$ cat config.mk
export PLATFORM = sky130hd
export DESIGN_NAME = oskv_engine
export DESIGN_NICKNAME = d
export VERILOG_FILES = /design/src/rtl/core/oskv_pkg.sv /design/src/rtl/core/oskv_engine.sv
export SDC_FILE = /design/constraint.sdc
export NUM_CORES = 1
export LEC_CHECK = 0
export ABC_AREA = 1
export CORE_UTILIZATION = 30
export CTS_BUF_LIST = sky130_fd_sc_hd__clkbuf_8
export CTS_CLUSTER_SIZE = 10
export DETAILED_ROUTE_END_ITERATION = 16
export DONT_BUFFER_PORTS = 1
export GPL_TIMING_DRIVEN = 0
export HOLD_SLACK_MARGIN = 0.12
export PLACE_DENSITY_LB_ADDON = 0.05
export SYNTH_ARGS = -nofsm -noshare
export SYNTH_HDL_FRONTEND = slang
export SYNTH_SLANG_ARGS = --single-unit
$ cat constraint.sdc
create_clock -name clk -period 18.38 [get_ports clk]
set_input_delay 1.838 -clock clk [delete_from_list [all_inputs] [get_ports clk]]
set_output_delay 1.838 -clock clk [all_outputs]
set_load 0.05 [all_outputs]
$ cat src/rtl/core/oskv_pkg.sv
`default_nettype none
// ----------------------------------------------------------------------------
// oskv_pkg
// Shared types, codes and helpers for the linear-scan key-value store.
// ----------------------------------------------------------------------------
package oskv_pkg;

	localparam int CAPACITY  = 256;
	localparam int IDX_W     = $clog2(CAPACITY);
	localparam int CNT_W     = $clog2(CAPACITY + 1);
	localparam int DATA_W    = 64;
	localparam int BYTES     = DATA_W / 8;
	localparam int SIZE_W    = 4;
	localparam int ENTRY_W   = 2 * DATA_W;
	localparam int CFG_IDX_W = 1;

	// actions
	localparam logic [1:0] ACT_INSERT = 2'd0;
	localparam logic [1:0] ACT_FETCH  = 2'd1;
	localparam logic [1:0] ACT_EVICT  = 2'd2;

	// result status codes
	localparam logic [1:0] ST_OK        = 2'd0;
	localparam logic [1:0] ST_LEN_ERR   = 2'd1;
	localparam logic [1:0] ST_NOT_FOUND = 2'd2;
	localparam logic [1:0] ST_FULL      = 2'd3;

	// configuration register indexes
	localparam logic [CFG_IDX_W-1:0] REG_KEY_BYTES   = 1'd0;
	localparam logic [CFG_IDX_W-1:0] REG_VALUE_BYTES = 1'd1;

	localparam logic [SIZE_W-1:0] SIZE_RESET = SIZE_W'(BYTES);

	typedef struct packed {
		logic [1:0]        action;
		logic [DATA_W-1:0] key;
		logic [SIZE_W-1:0] key_length;
		logic [DATA_W-1:0] value_in;
		logic [SIZE_W-1:0] value_length;
	} req_t;

	typedef struct packed {
		logic [1:0]        status;
		logic [DATA_W-1:0] value_out;
	} rsp_t;

	// effective sizes from the configuration registers
	typedef struct packed {
		logic [SIZE_W-1:0] key_eff;
		logic [SIZE_W-1:0] value_eff;
	} size_cfg_t;

	// memory port request from the engine
	typedef struct packed {
		logic               we;
		logic [IDX_W-1:0]   waddr;
		logic [ENTRY_W-1:0] wdata;
		logic               re;
		logic [IDX_W-1:0]   raddr;
	} mem_req_t;

	// sizes above the store width saturate at the store width
	function automatic logic [SIZE_W-1:0] eff_size(input logic [SIZE_W-1:0] r);
		return (r > SIZE_W'(BYTES)) ? SIZE_W'(BYTES) : r;
	endfunction

	// ones in the low n bytes
	function automatic logic [DATA_W-1:0] byte_mask(input logic [SIZE_W-1:0] n);
		logic [DATA_W-1:0] m;
		m = '0;
		for (int b = 0; b < BYTES; b++) begin
			if (SIZE_W'(b) < n) begin
				m[b*8 +: 8] = 8'hFF;
			end
		end
		return m;
	endfunction

endpackage
`default_nettype wire

$ cat src/rtl/core/oskv_engine.sv
`default_nettype none
// ----------------------------------------------------------------------------
// oskv_engine
// Request sequencer: insert, oblivious fetch scan, evict with compaction.
// ----------------------------------------------------------------------------
module oskv_engine (
	input  wire logic                       clk,
	input  wire logic                       arst_n,
	input  wire logic                       start_valid,
	output      logic                       start_ready,
	input  wire oskv_pkg::req_t             start_req,
	input  wire oskv_pkg::size_cfg_t        sizes,
	output      oskv_pkg::mem_req_t         mem_req,
	input  wire logic [oskv_pkg::ENTRY_W-1:0] mem_rdata,
	output      logic                       res_valid,
	input  wire logic                       res_ready,
	output      oskv_pkg::rsp_t             res
);

	typedef enum logic [1:0] {
		S_IDLE,
		S_DISPATCH,
		S_SCAN,
		S_FINISH
	} state_t;

	state_t                          state_q;
	logic [1:0]                      action_q;
	logic [oskv_pkg::DATA_W-1:0]     probe_q;
	logic [oskv_pkg::DATA_W-1:0]     val_q;
	logic [oskv_pkg::DATA_W-1:0]     kmask_q;
	logic                            kerr_q;
	logic                            verr_q;
	logic [oskv_pkg::CNT_W-1:0]      count_q;
	logic [oskv_pkg::CNT_W-1:0]      rd_idx_q;
	logic                            found_q;
	logic                            rvalid_s1;
	logic [oskv_pkg::IDX_W-1:0]      ridx_s1;
	logic [1:0]                      status_q;
	logic [oskv_pkg::DATA_W-1:0]     vout_q;

	logic                            issue;
	logic [oskv_pkg::DATA_W-1:0]     rd_key;
	logic [oskv_pkg::DATA_W-1:0]     rd_val;
	logic                            hit;
	logic                            ins_ok;

	assign issue  = (rd_idx_q < count_q);
	assign rd_key = mem_rdata[oskv_pkg::ENTRY_W-1 -: oskv_pkg::DATA_W];
	assign rd_val = mem_rdata[oskv_pkg::DATA_W-1:0];
	assign hit    = (((rd_key ^ probe_q) & kmask_q) == '0);
	assign ins_ok = !kerr_q && !verr_q
		&& (count_q < oskv_pkg::CNT_W'(oskv_pkg::CAPACITY));

	assign start_ready = (state_q == S_IDLE);
	assign res_valid   = (state_q == S_FINISH);
	assign res.status    = status_q;
	assign res.value_out = vout_q;

	always_comb begin
		mem_req       = '0;
		mem_req.re    = (state_q == S_SCAN) && issue;
		mem_req.raddr = rd_idx_q[oskv_pkg::IDX_W-1:0];
		if (state_q == S_DISPATCH && action_q == oskv_pkg::ACT_INSERT && ins_ok) begin
			mem_req.we    = 1'b1;
			mem_req.waddr = count_q[oskv_pkg::IDX_W-1:0];
			mem_req.wdata = {probe_q, val_q};
		end else if (state_q == S_SCAN && action_q == oskv_pkg::ACT_EVICT
			&& rvalid_s1 && found_q) begin
			// shift down behind the removed entry
			mem_req.we    = 1'b1;
			mem_req.waddr = ridx_s1 - oskv_pkg::IDX_W'(1);
			mem_req.wdata = mem_rdata;
		end
	end

	always_ff @(posedge clk or negedge arst_n) begin
		if (!arst_n) begin
			state_q   <= S_IDLE;
			count_q   <= '0;
			rvalid_s1 <= 1'b0;
		end else begin
			unique case (state_q)
				S_IDLE: begin
					if (start_valid) begin
						action_q <= start_req.action;
						probe_q  <= start_req.key & oskv_pkg::byte_mask(start_req.key_length);
						val_q    <= start_req.value_in
							& oskv_pkg::byte_mask(start_req.value_length);
						kmask_q  <= oskv_pkg::byte_mask(sizes.key_eff);
						kerr_q   <= (start_req.key_length > sizes.key_eff);
						verr_q   <= (start_req.value_length > sizes.value_eff);
						state_q  <= S_DISPATCH;
					end
				end
				S_DISPATCH: begin
					rd_idx_q  <= '0;
					found_q   <= 1'b0;
					rvalid_s1 <= 1'b0;
					unique case (action_q)
						oskv_pkg::ACT_INSERT: begin
							vout_q  <= '0;
							state_q <= S_FINISH;
							if (kerr_q || verr_q) begin
								status_q <= oskv_pkg::ST_LEN_ERR;
							end else if (!ins_ok) begin
								status_q <= oskv_pkg::ST_FULL;
							end else begin
								status_q <= oskv_pkg::ST_OK;
								count_q  <= count_q + oskv_pkg::CNT_W'(1);
							end
						end
						oskv_pkg::ACT_FETCH: begin
							if (kerr_q || verr_q) begin
								status_q <= oskv_pkg::ST_LEN_ERR;
								vout_q   <= '0;
								state_q  <= S_FINISH;
							end else begin
								status_q <= oskv_pkg::ST_OK;
								vout_q   <= val_q;
								state_q  <= S_SCAN;
							end
						end
						oskv_pkg::ACT_EVICT: begin
							vout_q <= '0;
							if (kerr_q) begin
								status_q <= oskv_pkg::ST_LEN_ERR;
								state_q  <= S_FINISH;
							end else begin
								status_q <= oskv_pkg::ST_OK;
								state_q  <= S_SCAN;
							end
						end
						default: begin
							status_q <= oskv_pkg::ST_OK;
							vout_q   <= '0;
							state_q  <= S_FINISH;
						end
					endcase
				end
				S_SCAN: begin
					rvalid_s1 <= issue;
					ridx_s1   <= rd_idx_q[oskv_pkg::IDX_W-1:0];
					if (issue) begin
						rd_idx_q <= rd_idx_q + oskv_pkg::CNT_W'(1);
					end
					if (rvalid_s1 && hit) begin
						if (action_q == oskv_pkg::ACT_FETCH) begin
							vout_q <= rd_val;
						end else begin
							found_q <= 1'b1;
						end
					end
					if (!issue && !rvalid_s1) begin
						state_q <= S_FINISH;
						if (action_q == oskv_pkg::ACT_EVICT) begin
							if (found_q) begin
								count_q <= count_q - oskv_pkg::CNT_W'(1);
							end else begin
								status_q <= oskv_pkg::ST_NOT_FOUND;
							end
						end
					end
				end
				S_FINISH: begin
					if (res_ready) begin
						state_q <= S_IDLE;
					end
				end
				default: begin
					state_q <= S_IDLE;
				end
			endcase
		end
	end

endmodule
`default_nettype wire

Yosys cells after proc, flatten, opt, wreduce, memory -nomap -nowiden --
Index checks and enable logic that the tools add are counted.
Word-level totals: logic and storage cells 187, bits in registers 292, output and inout port bits 214
Cells by class: bitwise operators 4, equal/unequal tests 18, reductions and logical operators 27, mux-type cells 92, add/sub/neg operators 4, magnitude comparators 28
Operator list (count):
- two-way mux 8 bit | 56
- two-way mux 137 bit | 2
- two-way mux 64 bit | 4
- bitwise AND 64 bit | 3
- one-hot mux 64 bit (2 select lines) | 1
- zero test 64 bit | 1
- XOR 64 bit | 1
- two-way mux 9 bit | 7
- < comparator 3 x 4 -> 1 bit (first input constant) | 12
- one-hot mux 9 bit (2 select lines) | 2
- < comparator 1 x 4 -> 1 bit (first input constant) | 6
- < comparator 2 x 4 -> 1 bit (first input constant) | 6
- adder 9 x 1 -> 9 bit (second input constant) | 2
- two-way mux 2 bit | 8
- != test 2 bit (second input constant) | 7
- != test 2 x 1 -> 1 bit (second input constant) | 6
- logical AND 1 bit | 10
- < comparator 9 bit | 1
- < comparator 9 bit (second input constant) | 1
- AND reduction 3 bit | 3
- subtractor 9 x 1 -> 9 bit (second input constant) | 1
- greater-than comparator 4 bit | 2
- one-hot mux 2 bit (4 select lines) | 1
- AND reduction 4 bit | 2
- 14 further kinds | 28

Longest topological paths before layout --
depth in word-level cells 7, depth in mapped cells 13, gate-level depth less buffers 12

Worst setup path before layout --
Ideal clock, no wire load.
path kind input-to-reg, start point in start_valid, end point reg action_q[0] (enable), data arrival time 7719 ps, setup slack 10019 ps, stages 2, data required time 17739 ps, path through nand2_1 > nor2_1
Between the ends: word-level cells in the longest chain between the ends 1
Ends and longest elaborated chain:
- start: declaration | RTL line oskv_engine.sv:9 | input wire logic start_valid,
- AND reduction 3 bit (no line)
- end signal: assignment | RTL line oskv_engine.sv:86 | action_q <= start_req.action;
- end: declaration | RTL line oskv_engine.sv:28 | logic [1:0] action_q;
No other way between the ends. A chain may end at the register's enable or synchronous reset.

==> out/qor.txt <==
P_int: 1.17 mW
Post-CTS Setup Bufs: 0
WS Path Type: reg -> out
Sw Ratio: 0.422
Residual DRC: 0
Gate power share: 0.283
Largest net degree at the start of global routing: 27
TritonCTS Buffers: 49
Antenna viol nets, final: 0
Initial Utilization: 0.305
TNS Setup: 0 ns
Max FO, Critical Path: 12
Crit path required time: 16.54 ns
Vias: 10.6k
Die W: 214 um
Hpwl dp: 35600 um
Synth Net Count: 1841
FMAX: 184 MHz
H-tree depth: 2
Pleak: 7.23 nW
IO Port Bufs: 0
Synth Area in Compound Gates: 0.131
Worst Hold Class: reg -> reg
Yosys warns: 0
Mapped Cells: 1529
Reg2Reg Setup Slack: 15.03 ns
Synth cell types: 45
CTS resizes: 0
Rel. slew slack: 0.142
Final Hold Vio Count: 0
# hold bufs at CTS: 0
Leading area contributor after synthesis: edfxtp_1
Area share of the largest cell type after synthesis: 0.497
Worst Tran Pin Value: 1.31 ns
Main synth FF type: edfxtp_1
Syn avg cell area: 8.86 um^2
Final Max Tran Viols: 0
Max-Cap Viols: 0
Skew-Pair Late Insertion Delay: 0.62 ns
Area grow syn2layout: 13.7%
Top-count cell post-synth: inv_1
Placed cell area: 0.0145 mm^2
Sequential share of the synthesized area: 0.519
#FFs+latches synth: 236
Core area: 0.0444 mm^2
First-pass GRT wire length: 68300 um
# IOs: 492
1st-pass router iterations: 5
Routed WL: 46600 um
Storage element area: 0.00703 mm^2
Fin cells: 2221
Mux cell area share after synthesis: 0
NetSw: 0.856 mW
Average wire per standard cell: 21.0 um
RSZ-0062 raised after global routing: false
FILL cells: 4670
Clock power share: 0.256
Starting DRT DRC Count: 499
Area of the multi-input gates: 0.00447 mm^2
Final RePlAce weighted congestion: 0.849
Post-Synth Adder-Cell Area: 0.0320
Maximum VDD drop: 57.1 uV
Post-synthesis xor/xnor area fraction: 0.0142
Clock root cell: clkbuf_8
Post-route cell area: 0.0154 mm^2
Tmin final: 5.44 ns
Critical Path Start Type: register
Ratio of cells with drive above 1 in the final layout: 0.104
Seq pwr share: 0.461
Clock Path Buffers: 3
Die H: 214 um
Total congestion overflow: 0
Status: finished, final reports clean
Async SR Flop Fraction: 0.0508
Vias in the first global route: 10.7k
Clk slew on worst S/H paths: 0.06 ns
Largest family of logic cells by synthesized area: buffers and inverters
Top cells by count, synth: inv_1, nand2_1, edfxtp_1
Final setup fails: 0
Nets: 1901
CP Capture Type: output port
Post-synth EDFFs: 224
Cell Area, Synth: 0.0135 mm^2
Simple-gate area share of the yosys netlist: 0.151
Clk_skew: 0.0186 ns
PwrDens: 132 mW/mm^2
Final Cycle Share: 0.296
Synth top area cells: edfxtp_1, inv_1, o22ai_1, nand2_1, nor2_1
Post-Place Cells: 2130
Worst EP arrival: 3.60 ns
Routed vias/inst: 4.75
All-Layer GR Usage: 0.198
Die footprint: 0.0460 mm^2
CTS sink count: 236
Initial antenna violation count: 3
CTS tree: yes
# rows: 77
per-layer routing:
metal  vias up  track usage  routed length [um]  share of wire
met3        83       0.0729                3950          0.085
met4         4       0.0690                1260          0.027
met2       372        0.341               22800           0.49
li1       5098            -                   -              -
met5         -            0                  27        0.00058
met1      4996        0.226               18600           0.40
placed cells by master (no fill, tap or decap), types with 3 or more instances in the layout:
cell type,n
xnor2_1,13
inv_1,457
o21ai_1,12
edfxtp_1,224
nor2_4,3
nand2_2,4
a21oi_1,13
nand3_1,44
a31oi_1,4
dfrtp_1,12
o22ai_1,159
nand4_1,19
clkbuf_8,50
nor3_1,3
clkinv_1,9
buf_2,18
nor2_1,147
a21oi_2,4
xor2_1,9
clkbuf_1,13
buf_12,5
buf_4,8
o22ai_2,34
nor3_2,3
ha_1,33
buf_6,20
nor2_2,3
o21ai_0,15
nand2_1,256
buf_16,4
final timing paths:
kind                             from            to  depth (start not counted)
setup reg to reg           state_q[0]    count_q[8]                         13
setup / recovery           state_q[0]  mem_req[115]                          8
hold / removal             count_q[0]    count_q[0]                          2
min in group asynchronous      arst_n    count_q[4]                          0
max in group asynchronous      arst_n    state_q[0]                          0
hold reg to reg            count_q[0]    count_q[0]                          2
registers in the layout, indices dropped and copies added, names as in the netlist:
register,cells
kerr_q,1
probe_q,64
ridx_s1,8
val_q,64
action_q,2
kmask_q,8
count_q,9
rd_idx_q,9
vout_q,64
verr_q,1
state_q,2
status_q,2
rvalid_s1,1
found_q,1
stage by stage:
step                      hold slack, ns   util  power [mW]  worst slack [ns]
final                              0.507  0.347        2.03             12.94
after global routing               0.559  0.346        2.14             12.74
after floorplan                    0.464      -        1.36             10.02
after detailed placement           0.499  0.327        1.53             13.46
after CTS                          0.513  0.346        2.07             12.76
after global placement             0.493  0.322        1.52              5.87
power by group through the flow:
stage | clock network (mW) | logic (mW) | registers [mW]
finish | 0.521 | 0.574 | 0.935
global route | 0.561 | 0.637 | 0.946
CTS | 0.545 | 0.584 | 0.937
detailed placement | 0 | 0.582 | 0.945
global placement | 0 | 0.541 | 0.977
floorplan | 0 | 0.422 | 0.935
layout make-up:
class	instances	area share
inverters	434	0.106
multi-input cells	798	0.290
clock buffers	50	0.0447
clock inverters	39	0.0124
repair buffers	9	0.0137
plain buffers	61	0.0280
diodes	2	0.000325
flip-flops and latches	236	0.456
well taps	592	0.0481
logic make-up (layout without fill, tap and decap cells):
kind of cell,after synthesis,in the layout
and+or+nand+nor,490,490
adders and majority gates,34,34
AOI/OAI and AO/OA,252,252
buffers and inverters,495,593
DFF,236,236
xor gates and xnor gates,22,22
other,0,2
worst max-delay path, stage by stage (launching register included):
cell and delay (ns):
dfrtp_1 0.44, inv_1 0.11, ha_1 0.53, nand2_2 0.28, nor2_4 0.20, nand2_4 0.16
buf_6 0.23, buf_6 0.17, o22ai_1 0.83
(Power assumes the default switching activity.)
